<file path="src/sv/pwmc_pkg.sv">
`timescale 1ns / 1ps
package pwmc_pkg;

  // Fixed geometry of the register map
  localparam int CH_COUNT         = 16;
  localparam int CH_BYTES         = 64;
  localparam int CH_IDX_W         = 6;
  localparam int COUNTER_BITS_DEF = 12;
  localparam int TIME_W           = 12;

  // Register addresses
  localparam logic [7:0] ADDR_MODE1    = 8'h00;
  localparam logic [7:0] ADDR_MODE2    = 8'h01;
  localparam logic [7:0] ADDR_CH_BASE  = 8'h06;
  localparam logic [7:0] ADDR_CH_LAST  = 8'h45;
  localparam logic [7:0] ADDR_PRESCALE = 8'hFE;

  // Register bits and masks
  localparam logic [7:0] BIT_RESTART  = 8'h80;
  localparam logic [7:0] BIT_AUTOINC  = 8'h20;
  localparam logic [7:0] BIT_SLEEP    = 8'h10;
  localparam logic [7:0] BIT_FULL     = 8'h10;
  localparam logic [7:0] HIGH_MASK    = 8'h1F;
  localparam logic [7:0] PRESCALE_MIN = 8'h03;

  // Reset values
  localparam logic [7:0] MODE1_RST    = 8'h11;
  localparam logic [7:0] MODE2_RST    = 8'h04;
  localparam logic [7:0] PRESCALE_RST = 8'h1E;

  typedef enum logic [1:0] {
    MODE_PTR   = 2'd0,
    MODE_WRITE = 2'd1,
    MODE_READ  = 2'd2,
    MODE_TICK  = 2'd3
  } item_mode_t;

  typedef struct packed {
    item_mode_t mode;
    logic [7:0] reg_addr;
    logic [7:0] write_data;
  } in_item_t;

  typedef struct packed {
    logic [7:0]  read_data;
    logic [15:0] pwm_levels;
  } out_item_t;

endpackage

</file>
<file path="src/sv/pwmc_lane.sv">
`timescale 1ns / 1ps
module pwmc_lane #(
  parameter int CNT_W = pwmc_pkg::COUNTER_BITS_DEF
) (
  input  logic [7:0]       on_l,
  input  logic [7:0]       on_h,
  input  logic [7:0]       off_l,
  input  logic [7:0]       off_h,
  input  logic [CNT_W-1:0] count,
  output logic             level
);
  import pwmc_pkg::*;

  localparam int CMP_W = (CNT_W > TIME_W) ? CNT_W : TIME_W;

  logic [CMP_W-1:0] on_t;
  logic [CMP_W-1:0] off_t;
  logic [CMP_W-1:0] cnt_t;

  // Widen on/off times and counter to a common compare width
  assign on_t  = CMP_W'({on_h[3:0], on_l});
  assign off_t = CMP_W'({off_h[3:0], off_l});
  assign cnt_t = CMP_W'(count);

  // Full-off wins over full-on, then the window compare
  always_comb begin
    if ((off_h & BIT_FULL) != 8'h00) begin
      level = 1'b0;
    end else if ((on_h & BIT_FULL) != 8'h00) begin
      level = 1'b1;
    end else if (on_t < off_t) begin
      level = (cnt_t >= on_t) && (cnt_t < off_t);
    end else if (on_t > off_t) begin
      level = (cnt_t >= on_t) || (cnt_t < off_t);
    end else begin
      level = 1'b0;
    end
  end

endmodule

</file>
<file path="src/sv/pwm_controller_16ch_12bit_core.sv">
`timescale 1ns / 1ps
// Register-level sixteen-channel PWM controller. Each input beat is a pointer
// load, a byte write, a byte read or one oscillator tick; each produces exactly
// one result beat with the read byte and the sixteen channel levels after it.
// The core takes one beat per clock and returns its result through the input
// register, then the result register; the state update for a beat is applied
// as the beat leaves the input register, so a new beat can follow every cycle
// while the output side keeps taking results.
module pwm_controller_16ch_12bit_core #(
  parameter int COUNTER_BITS = pwmc_pkg::COUNTER_BITS_DEF
) (
  input  logic                clk,
  input  logic                rst_n,
  input  logic                in_valid,
  output logic                in_ready,
  input  pwmc_pkg::in_item_t  in_data,
  output logic                out_valid,
  input  logic                out_ready,
  output pwmc_pkg::out_item_t out_data
);
  import pwmc_pkg::*;

  // Input register and result register
  in_item_t  in_r;
  logic      in_v_r;
  out_item_t out_r;
  logic      out_v_r;
  logic      adv;

  // Device state
  logic [7:0]              mode_one_r, mode_one_nxt;
  logic [7:0]              mode_two_r, mode_two_nxt;
  logic [7:0]              ch_bytes_r   [CH_BYTES];
  logic [7:0]              ch_bytes_nxt [CH_BYTES];
  logic [7:0]              div_set_r, div_set_nxt;
  logic [7:0]              div_cnt_r, div_cnt_nxt;
  logic [COUNTER_BITS-1:0] period_r, period_nxt;
  logic [7:0]              ptr_r, ptr_nxt;

  logic [CH_IDX_W-1:0] ch_idx;
  logic                ptr_in_ch;
  logic [7:0]          rd_byte;
  logic [7:0]          rd_nxt;
  logic [15:0]         levels;

  // Move a beat forward when the result slot is free or being drained
  assign adv       = in_v_r && (!out_v_r || out_ready);
  assign in_ready  = !in_v_r || adv;
  assign out_valid = out_v_r;
  assign out_data  = out_r;

  always_ff @(posedge clk) begin
    if (!rst_n) begin
      in_v_r  <= 1'b0;
      out_v_r <= 1'b0;
    end else begin
      if (in_ready) begin
        in_v_r <= in_valid;
      end
      if (adv) begin
        out_v_r <= 1'b1;
      end else if (out_ready) begin
        out_v_r <= 1'b0;
      end
    end
  end

  always_ff @(posedge clk) begin
    if (in_valid && in_ready) begin
      in_r <= in_data;
    end
    if (adv) begin
      out_r.read_data  <= rd_nxt;
      out_r.pwm_levels <= levels;
    end
  end

  // Decode the pointer into the channel byte space
  assign ptr_in_ch = ptr_r inside {[ADDR_CH_BASE:ADDR_CH_LAST]};
  assign ch_idx    = CH_IDX_W'(ptr_r - ADDR_CH_BASE);

  // Read back the byte at the pointer
  always_comb begin
    if (ptr_r == ADDR_MODE1) begin
      rd_byte = mode_one_r;
    end else if (ptr_r == ADDR_MODE2) begin
      rd_byte = mode_two_r;
    end else if (ptr_in_ch) begin
      rd_byte = ch_bytes_r[ch_idx];
    end else if (ptr_r == ADDR_PRESCALE) begin
      rd_byte = div_set_r;
    end else begin
      rd_byte = 8'h00;
    end
  end

  // Apply one beat to the device state
  always_comb begin
    mode_one_nxt = mode_one_r;
    mode_two_nxt = mode_two_r;
    ch_bytes_nxt = ch_bytes_r;
    div_set_nxt  = div_set_r;
    div_cnt_nxt  = div_cnt_r;
    period_nxt   = period_r;
    ptr_nxt      = ptr_r;
    rd_nxt       = 8'h00;
    if (adv) begin
      case (in_r.mode)
        MODE_PTR: begin
          ptr_nxt = in_r.reg_addr;
        end
        MODE_WRITE: begin
          if (ptr_r == ADDR_MODE1) begin
            if ((in_r.write_data & BIT_RESTART) != 8'h00) begin
              div_cnt_nxt = 8'h00;
              period_nxt  = '0;
            end
            mode_one_nxt = in_r.write_data & ~BIT_RESTART;
          end else if (ptr_r == ADDR_MODE2) begin
            mode_two_nxt = in_r.write_data;
          end else if (ptr_in_ch) begin
            ch_bytes_nxt[ch_idx] = ch_idx[0] ? (in_r.write_data & HIGH_MASK)
                                             : in_r.write_data;
          end else if (ptr_r == ADDR_PRESCALE) begin
            if ((mode_one_r & BIT_SLEEP) != 8'h00) begin
              div_set_nxt = (in_r.write_data < PRESCALE_MIN) ? PRESCALE_MIN
                                                              : in_r.write_data;
            end
          end
          // Auto-increment follows MODE1 as it stands after this write
          if ((mode_one_nxt & BIT_AUTOINC) != 8'h00) begin
            ptr_nxt = ptr_r + 8'd1;
          end
        end
        MODE_READ: begin
          rd_nxt = rd_byte;
          if ((mode_one_r & BIT_AUTOINC) != 8'h00) begin
            ptr_nxt = ptr_r + 8'd1;
          end
        end
        MODE_TICK: begin
          if ((mode_one_r & BIT_SLEEP) == 8'h00) begin
            if (div_cnt_r >= div_set_r) begin
              div_cnt_nxt = 8'h00;
              period_nxt  = period_r + COUNTER_BITS'(1);
            end else begin
              div_cnt_nxt = div_cnt_r + 8'd1;
            end
          end
        end
        default: begin
        end
      endcase
    end
  end

  // Hold device state
  always_ff @(posedge clk) begin
    if (!rst_n) begin
      mode_one_r <= MODE1_RST;
      mode_two_r <= MODE2_RST;
      div_set_r  <= PRESCALE_RST;
      div_cnt_r  <= 8'h00;
      period_r   <= '0;
      ptr_r      <= 8'h00;
      for (int i = 0; i < CH_BYTES; i++) begin
        ch_bytes_r[i] <= ((i % 4) == 3) ? BIT_FULL : 8'h00;
      end
    end else begin
      mode_one_r <= mode_one_nxt;
      mode_two_r <= mode_two_nxt;
      div_set_r  <= div_set_nxt;
      div_cnt_r  <= div_cnt_nxt;
      period_r   <= period_nxt;
      ptr_r      <= ptr_nxt;
      ch_bytes_r <= ch_bytes_nxt;
    end
  end

  // Per-channel level lanes, evaluated on the post-beat state
  for (genvar n = 0; n < 16; n++) begin : g_lane
    if (n < CH_COUNT) begin : g_on
      pwmc_lane #(
        .CNT_W (COUNTER_BITS)
      ) u_lane (
        .on_l  (ch_bytes_nxt[4*n]),
        .on_h  (ch_bytes_nxt[4*n+1]),
        .off_l (ch_bytes_nxt[4*n+2]),
        .off_h (ch_bytes_nxt[4*n+3]),
        .count (period_nxt),
        .level (levels[n])
      );
    end else begin : g_off
      assign levels[n] = 1'b0;
    end
  end

  // Restart bit never sticks in MODE1
  a_restart_clear: assert property (@(posedge clk) disable iff (!rst_n)
    (mode_one_r & BIT_RESTART) == 8'h00)
    else $error("MODE1 restart bit stored");

  // Counters move only on an awake tick or a MODE1 write
  a_counters_hold: assert property (@(posedge clk) disable iff (!rst_n)
    !(adv && in_r.mode == MODE_TICK && (mode_one_r & BIT_SLEEP) == 8'h00) &&
    !(adv && in_r.mode == MODE_WRITE && ptr_r == ADDR_MODE1)
    |=> $stable(period_r) && $stable(div_cnt_r))
    else $error("counters changed without an awake tick or restart");

  // A result appears only after a beat moved out of the input register
  a_result_source: assert property (@(posedge clk) disable iff (!rst_n)
    $rose(out_v_r) |-> $past(adv))
    else $error("result raised without a processed beat");

endmodule
</file>
<file path="config.mk">
export PLATFORM = sky130hd
export DESIGN_NAME = pwm_controller_16ch_12bit_core
export DESIGN_NICKNAME = d
export VERILOG_FILES = /design/src/sv/pwmc_pkg.sv /design/src/sv/pwmc_lane.sv /design/src/sv/pwm_controller_16ch_12bit_core.sv
export SDC_FILE = /design/constraint.sdc
export NUM_CORES = 2
export LEC_CHECK = 0
export BUFFER_PORTS_ARGS = -buffer_cell sky130_fd_sc_hd__buf_2
export CORE_ASPECT_RATIO = 1.2
export CORE_MARGIN = 2
export CORE_UTILIZATION = 25
export CTS_CLUSTER_DIAMETER = 100
export CTS_CLUSTER_SIZE = 10
export DETAILED_ROUTE_END_ITERATION = 6
export HOLD_SLACK_MARGIN = 0.08
export PLACE_DENSITY = 0.48
export REMOVE_ABC_BUFFERS = 1
export SLEW_MARGIN = 5
export SYNTH_ARGS = -nofsm -noshare
export SYNTH_HDL_FRONTEND = slang
export SYNTH_SLANG_ARGS = --single-unit
</file>
<file path="constraint.sdc">
create_clock -name clk -period 8.35 [get_ports clk]
set_clock_uncertainty 0.2 [all_clocks]
set_input_delay 0.4175 -clock clk [delete_from_list [all_inputs] [get_ports clk]]
set_output_delay 0.4175 -clock clk [all_outputs]
set_load 0.05 [all_outputs]
</file>
== Yosys cells after proc, flatten, opt, wreduce, memory -nomap -nowiden ==
Index checks and enable logic that the tools add are counted.
W data, S select, Z words.
Operators by class
  add/subtract/negate cells: 4
  reductions and logical operators: 53
  eq/ne operators: 11
  divide/modulo/power cells: 0
  mux-type cells: 84
  magnitude comparators: 70
  bitwise logic cells: 4
  multiply operators: 0
  shifts and indexed selects: 0
Operators by type and width (count)
  $mux W512: 5
  $bwmux W512: 1
  $lt A12 B12 Y1: 32
  $ge A12 B12 Y1: 16
  $gt A12 B12 Y1: 16
  $mux W8: 18
  $mux W12: 5
  $mux W1: 50
  $bmux W8 S6: 1
  $demux W8 S6: 1
  $pmux W12 S2: 1
  $pmux W8 S3: 1
  $logic_and A1 B1 Y1: 20
  $logic_or A1 B1 Y1: 18
  $add A8 B1 Y8 const B: 2
  $logic_not A8 Y1: 2
  $pmux W8 S2: 1
  $add A12 B1 Y12 const B: 1
  $ne A2 B2 Y1 const B: 5
  $reduce_and A5 Y1: 2
  $eq A8 B1 Y1 const B: 1
  $eq A8 B8 Y1 const B: 1
  $ge A8 B3 Y1 const B: 1
  $ge A8 B8 Y1: 1
  18 further kinds: 24
Storage, ports and cells
  bits in latches: 0
  memories: 0
  flip-flop bits (word level): 608
  bits in writable memories: 0
  bits in read-only memories: 0
  logic and storage cells: 351

== Depth between registers and ports, before layout ==
  depth after elaboration: 17
  mapped depth: 27
  gate-level depth less buffers: 21

== Modules after synthesis ==
Synthesis repeated with hierarchy kept, for this count alone.
Second synthesis, totals
  cell total of the unflattened synthesis: 4594
  area, all modules: 43417.9 µm²
By module, submodules not included
  pwm_controller_16ch_12bit_core: instances 1, area an instance 29624.7 µm², cells each 2690
  pwmc_lane: instances 16, area an instance 862.1 µm², cells each 119

== Worst setup path before layout ==
No wires, ideal clock.
  path kind: flip-flop to flip-flop
  start point: reg ptr_r[1]
  end point: reg out_r (netlist bit out_data[10]), data pin
  path buffers: 9
  slack: 0.918 ns
  setup time: 0.265 ns
  period minus slack after synthesis: 7.432 ns
  stages on the path, launching flop included: 28
  arrival time: 6.967 ns
  path through: dfxtp_1 -> buf_1 -> buf_1 -> buf_2 -> buf_2 -> clkinv_1 -> clkbuf_1 -> ha_1 -> buf_2 -> nor4b_1 -> a41oi_1 -> nand2b_1 -> clkbuf_1 -> a211oi_1 -> inv_1 -> clkbuf_1 -> buf_1 -> ha_1 -> a21o_1 -> a21o_1 -> a21o_1 -> a21o_1 -> a21o_1 -> a21o_1 -> a221o_1 -> a41o_1 -> o21ai_0 -> a31oi_1
On the way
  longest elaborated chain between the ends: 17
  elaborated cells on any way between the ends: 30
RTL lines
  from (decl): RTL line pwm_controller_16ch_12bit_core.sv:38  | logic [7:0] ptr_r, ptr_nxt;
  from (signal assigned): RTL line pwm_controller_16ch_12bit_core.sv:175  | ptr_r <= ptr_nxt;
  $sub A6 B3 Y6: RTL line pwm_controller_16ch_12bit_core.sv:80  | assign ch_idx = CH_IDX_W'(ptr_r - ADDR_CH_BASE);
  $not A6 Y7: RTL line pwm_controller_16ch_12bit_core.sv:122  | ch_bytes_nxt[ch_idx] = ch_idx[0] ? (in_r.write_data & HIGH_MASK)
  $ge A7 B7 Y1 (not written as such) or $lt A7 B1 Y1 (tied branches): RTL line pwm_controller_16ch_12bit_core.sv:122
  $logic_and A1 B1 Y1 (not written as such): RTL line pwm_controller_16ch_12bit_core.sv:122
  $mux W8: RTL line pwm_controller_16ch_12bit_core.sv:122
  $demux W8 S6: RTL line pwm_controller_16ch_12bit_core.sv:122
  $bwmux W512: RTL line pwm_controller_16ch_12bit_core.sv:122
  $mux W512: RTL line pwm_controller_16ch_12bit_core.sv:121  | end else if (ptr_in_ch) begin
  $mux W512: RTL line pwm_controller_16ch_12bit_core.sv:119  | end else if (ptr_r == ADDR_MODE2) begin
  $mux W512: RTL line pwm_controller_16ch_12bit_core.sv:113  | if (ptr_r == ADDR_MODE1) begin
  $mux W512: RTL line pwm_controller_16ch_12bit_core.sv:108  | case (in_r.mode)
  $mux W512: RTL line pwm_controller_16ch_12bit_core.sv:107  | if (adv) begin
  $ge A12 B12 Y1 or $lt A12 B12 Y1 (tied branches): RTL line pwmc_lane.sv:32, pwmc_lane.sv:34
  $logic_or A1 B1 Y1: RTL line pwmc_lane.sv:34  | level = (cnt_t >= on_t) || (cnt_t < off_t);
  $mux W1: RTL line pwmc_lane.sv:33  | end else if (on_t > off_t) begin
  $mux W1: RTL line pwmc_lane.sv:31  | end else if (on_t < off_t) begin
  $mux W1: RTL line pwmc_lane.sv:29  | end else if ((on_h & BIT_FULL) != 8'h00) begin
  to (decl): RTL line pwm_controller_16ch_12bit_core.sv:26  | out_item_t out_r;
Parallel ways exist; a longest one is shown, timed or not.
A chain may end at the register's enable or synchronous reset.

== Final worst setup path ==
  start point: reg ptr_r[1]
  end point: reg out_r (netlist bit out_data[12]), data pin
Same word-level chain as after synthesis.

==> load_flow_metrics.sql <==
INSERT INTO impl_metrics (metric_group, metric, value, unit) VALUES
('status', 'outcome', 'completed', ''),
('detailed_routing', 'routed_wire_length_per_instance', '24.6', 'µm'),
('detailed_routing', 'post-route-drc-count', '0', ''),
('finish', 'post_route_cells_drive_above_1_share', '9.82', '%'),
('synthesis', 'async_flop_share', '0', '%'),
('critical_path', 'nature_of_the_critical_path_startpoint', 'flop', ''),
('critical_path', 'setup.worst_path.class', 'reg2reg', ''),
('detailed_routing', 'totalWireLength', '152000', 'µm'),
('detailed_routing', 'wl_met2', '72400', 'µm'),
('timing', 'timing_hold_violations_final', '0', ''),
('detailed_routing', 'highest_layer', 'met5', ''),
('placement', 'dpl-instance-area', '0.0417', 'mm²'),
('clock_tree', 'clock_sinks', '607', ''),
('placement', 'routabilityCongestion', '0.912', ''),
('clock_tree', 'max-clock-path-buffers', '3', ''),
('synthesis', 'synth_ff_type', 'dfxtp_1', ''),
('pwr', 'p_leak', '21.9', 'nW'),
('clock_tree', 'cts.clk_slew.worst_paths', '0.06', 'ns'),
('finish', 'final_nets', '4640', ''),
('synthesis', 'yosysUniqueCellTypes', '83', ''),
('global_routing', 'grt_start_max_net_pins', '166', ''),
('floorplanning', 'number_of_top_level_pins', '48', ''),
('placement', 'detailed_place_hpwl', '107000', 'µm'),
('synthesis', 'most_frequent_cell_after_synthesis', 'nor2_1', ''),
('pwr', 'power_density', '142', 'mW/mm²'),
('clock_tree', 'ctsHtreeMaxLevel', '3', ''),
('global_routing', 'global_route.usage.total', '18.9', '%'),
('floorplanning', 'floorplan.initialDensity', '25.2', '%'),
('timing', 'grt_setup_unrepaired', 'no', ''),
('timing', 'worstMarginPinSlew', '1.29', 'ns'),
('synthesis', 'synth_largest_area_cell', 'dfxtp_1', ''),
('detailed_routing', 'firstDrtPassIters', '5', ''),
('global_routing', 'first_pass_grt_wire_length', '223000', 'µm'),
('synthesis', 'synth-seq-cells', '607', ''),
('clock_tree', 'clock_buffers_created_by_tritoncts', '70', ''),
('global_routing', 'antenna_violations_before_repair', '7', ''),
('critical_path', 'max_stage_delay', '0.96', 'ns'),
('timing', 'upper_clock_frequency_limit', '153', 'MHz'),
('timing', 'period_needed', '6.54', 'ns'),
('floorplanning', 'core', '0.155', 'mm²'),
('clock_tree', 'worst_skew_pair.late_latency', '0.68', 'ns'),
('placement', 'port_buffers', '47', ''),
('synthesis', 'netlist.area_leader.share', '29.0', '%'),
('detailed_routing', 'starting_drt_drc_count', '2313', ''),
('clock_tree', 'cts_resized', '0', ''),
('global_routing', 'first_global_vias', '32500', ''),
('timing', 'layout_worst_path_cycle_share', '78.3', '%'),
('detailed_routing', 'avgViaCountPerCell', '5.18', ''),
('pwr', 'worst_ir_drop_vdd', '0.135', 'mV'),
('timing', 'relSlewSlack', '13.9', '%'),
('critical_path', 'worst_path_most_repeated_cell', 'a21o_1', ''),
('synthesis', 'synth_edf_count', '42', ''),
('synthesis', 'synth.avg_cell_area', '9.52', 'µm²'),
('detailed_routing', 'vias', '32200', ''),
('critical_path', 'crit_path_cell_trace', 'clkinv_1 -> buf_4 -> ha_1 -> o211a_1 -> or4_1 -> nor3_2 -> mux2i_1 -> ha_1 -> a21o_1 -> a21o_1 -> a21o_1 -> a21o_1 -> a21o_1 -> a21o_1 -> a221o_1 -> mux2i_1 -> nand4_1 -> o2bb2ai_1', ''),
('synthesis', 'seq_area_frac_synth', '32.2', '%'),
('synthesis', 'synth_top_cells_by_area', 'dfxtp_1, ha_1, mux2i_1', ''),
('floorplanning', 'die_width', '365', 'µm'),
('detailed_routing', 'detailroute.wirelength.met3', '7860', 'µm'),
('synthesis', 'post_synth_instance_area', '0.0390', 'mm²'),
('detailed_routing', 'final_antenna_net_count', '0', ''),
('critical_path', 'worstPathMaxFanout', '20', ''),
('timing', 'final_max_slew_viols', '0', ''),
('worst_hold_path', 'min-delay-path-class', 'reg2reg', ''),
('floorplanning', 'floorplan.rows', '158', ''),
('critical_path', 'critPathBufInv', '2', ''),
('critical_path', 'path_delay_family', 'simple AND/OR/NAND/NOR gates', ''),
('finish', 'final_core_util', '28.4', '%'),
('synthesis', 'yosys_warnings', '0', ''),
('synthesis', 'synth.cells.most_frequent', 'nor2_1, dfxtp_1, ha_1', ''),
('run', 'number_of_max_cap_violations', '0', '');
## per-stage QoR
| step | setup TNS (ns) | setup WS [ns] | hold slack (ns) | instances | total power [mW] |
|---|---|---|---|---|---|
| floorplan | -162.37 | -2.65 | 0.232 | 3888 | 3.22 |
| global placement | 0 | 2.00 | 0.243 | 6085 | 3.40 |
| detailed placement | 0 | 1.83 | 0.252 | 6085 | 3.40 |
| CTS | 0 | 1.83 | 0.228 | 6205 | 6.28 |
| global route | 0 | 1.39 | 0.271 | 6206 | 6.38 |
| finish | 0 | 1.81 | 0.257 | 6206 | 6.22 |
## final cells by class
cell class	instances	area, µm²
Sequential cell	607	12600
Clock buffer	94	1870
Fill cell	16300	111000
Timing Repair Buffer	139	1020
Multi-Input combinational cell	3054	24900
Antenna cell	1	2.50
Inverter	227	860
Clock inverter	4	50.0
Tap cell	2080	2600
## cells in the final DEF, fill, tap and decap left out, drive strengths merged, types with 109 or more instances in the layout
cell	n
a21o	165
a21oi	217
and3	133
buf	117
dfxtp	565
ha	519
inv	228
mux2i	352
mux4	145
nand2	172
nor2	574
o21ai	109
## worst reg2reg max path, stage by stage (launching register included)
cell and delay, ns:
dfxtp_4 0.63, clkinv_1 0.18, buf_4 0.29, ha_1 0.35, o211a_1 0.31, or4_1 0.94, nor3_2 0.97, mux2i_1 0.48
ha_1 0.32, a21o_1 0.16, a21o_1 0.16, a21o_1 0.17, a21o_1 0.17, a21o_1 0.17, a21o_1 0.17, a221o_1 0.32
mux2i_1 0.15, nand4_1 0.10, o2bb2ai_1 0.17
## sequential cells by signal, indices dropped and copies added (netlist names)
register	cells
ptr_r	8
out_data	24
in_r	18
mode_two_r	8
out_valid	1
mode_one_r	7
div_set_r	8
ch_bytes_r	512
div_cnt_r	8
period_r	12
in_v_r	1
## metal layers
layer	vias up	global-route usage [%]
li1	15000	-
met1	15800	23.4
met2	991	32.0
met3	301	2.51
met4	6	9.26
met5	-	0
## cell families after synthesis
family                   synth area share, %
AND/OR/NAND/NOR                         14.5
flip-flops                              32.2
buffers and inverters                   4.27
AO/OA/AOI/OAI                           13.2
XOR/XNOR                               0.584
adder cells (fa/ha/maj)                 17.2
multiplexers                            18.1
## where the power goes
| part | total [mW] | leakage [nW] | switching, mW | internal (mW) |
|---|---|---|---|---|
| clock | 2.87 | 0.931 | 1.32 | 1.55 |
| sequential | 2.96 | 4.96 | 0.0200 | 2.94 |
| combinational | 0.387 | 16.0 | 0.291 | 0.0953 |
## path summary, 6_finish.rpt
check	from	end	slack, ns	cells after the start
min reg2reg	mode_one_r[1]$_SDFFE_PN0P_	mode_one_r[1]$_SDFFE_PN0P_	0.26	2
max reg2reg	ptr_r[1]$_SDFFE_PN0P_	out_data[12]$_SDFFCE_PP0P_	1.81	18
min	mode_one_r[1]$_SDFFE_PN0P_	mode_one_r[1]$_SDFFE_PN0P_	0.26	2
max	ptr_r[1]$_SDFFE_PN0P_	out_data[12]$_SDFFCE_PP0P_	1.81	18
## repair_timing
item / in CTS / in global routing
endpoints found under the hold margin: 28 / 0
hold buffers: 22 / 0
buffers inserted: 0 / 0
Note: power is estimated with default switching activity, not from simulation.
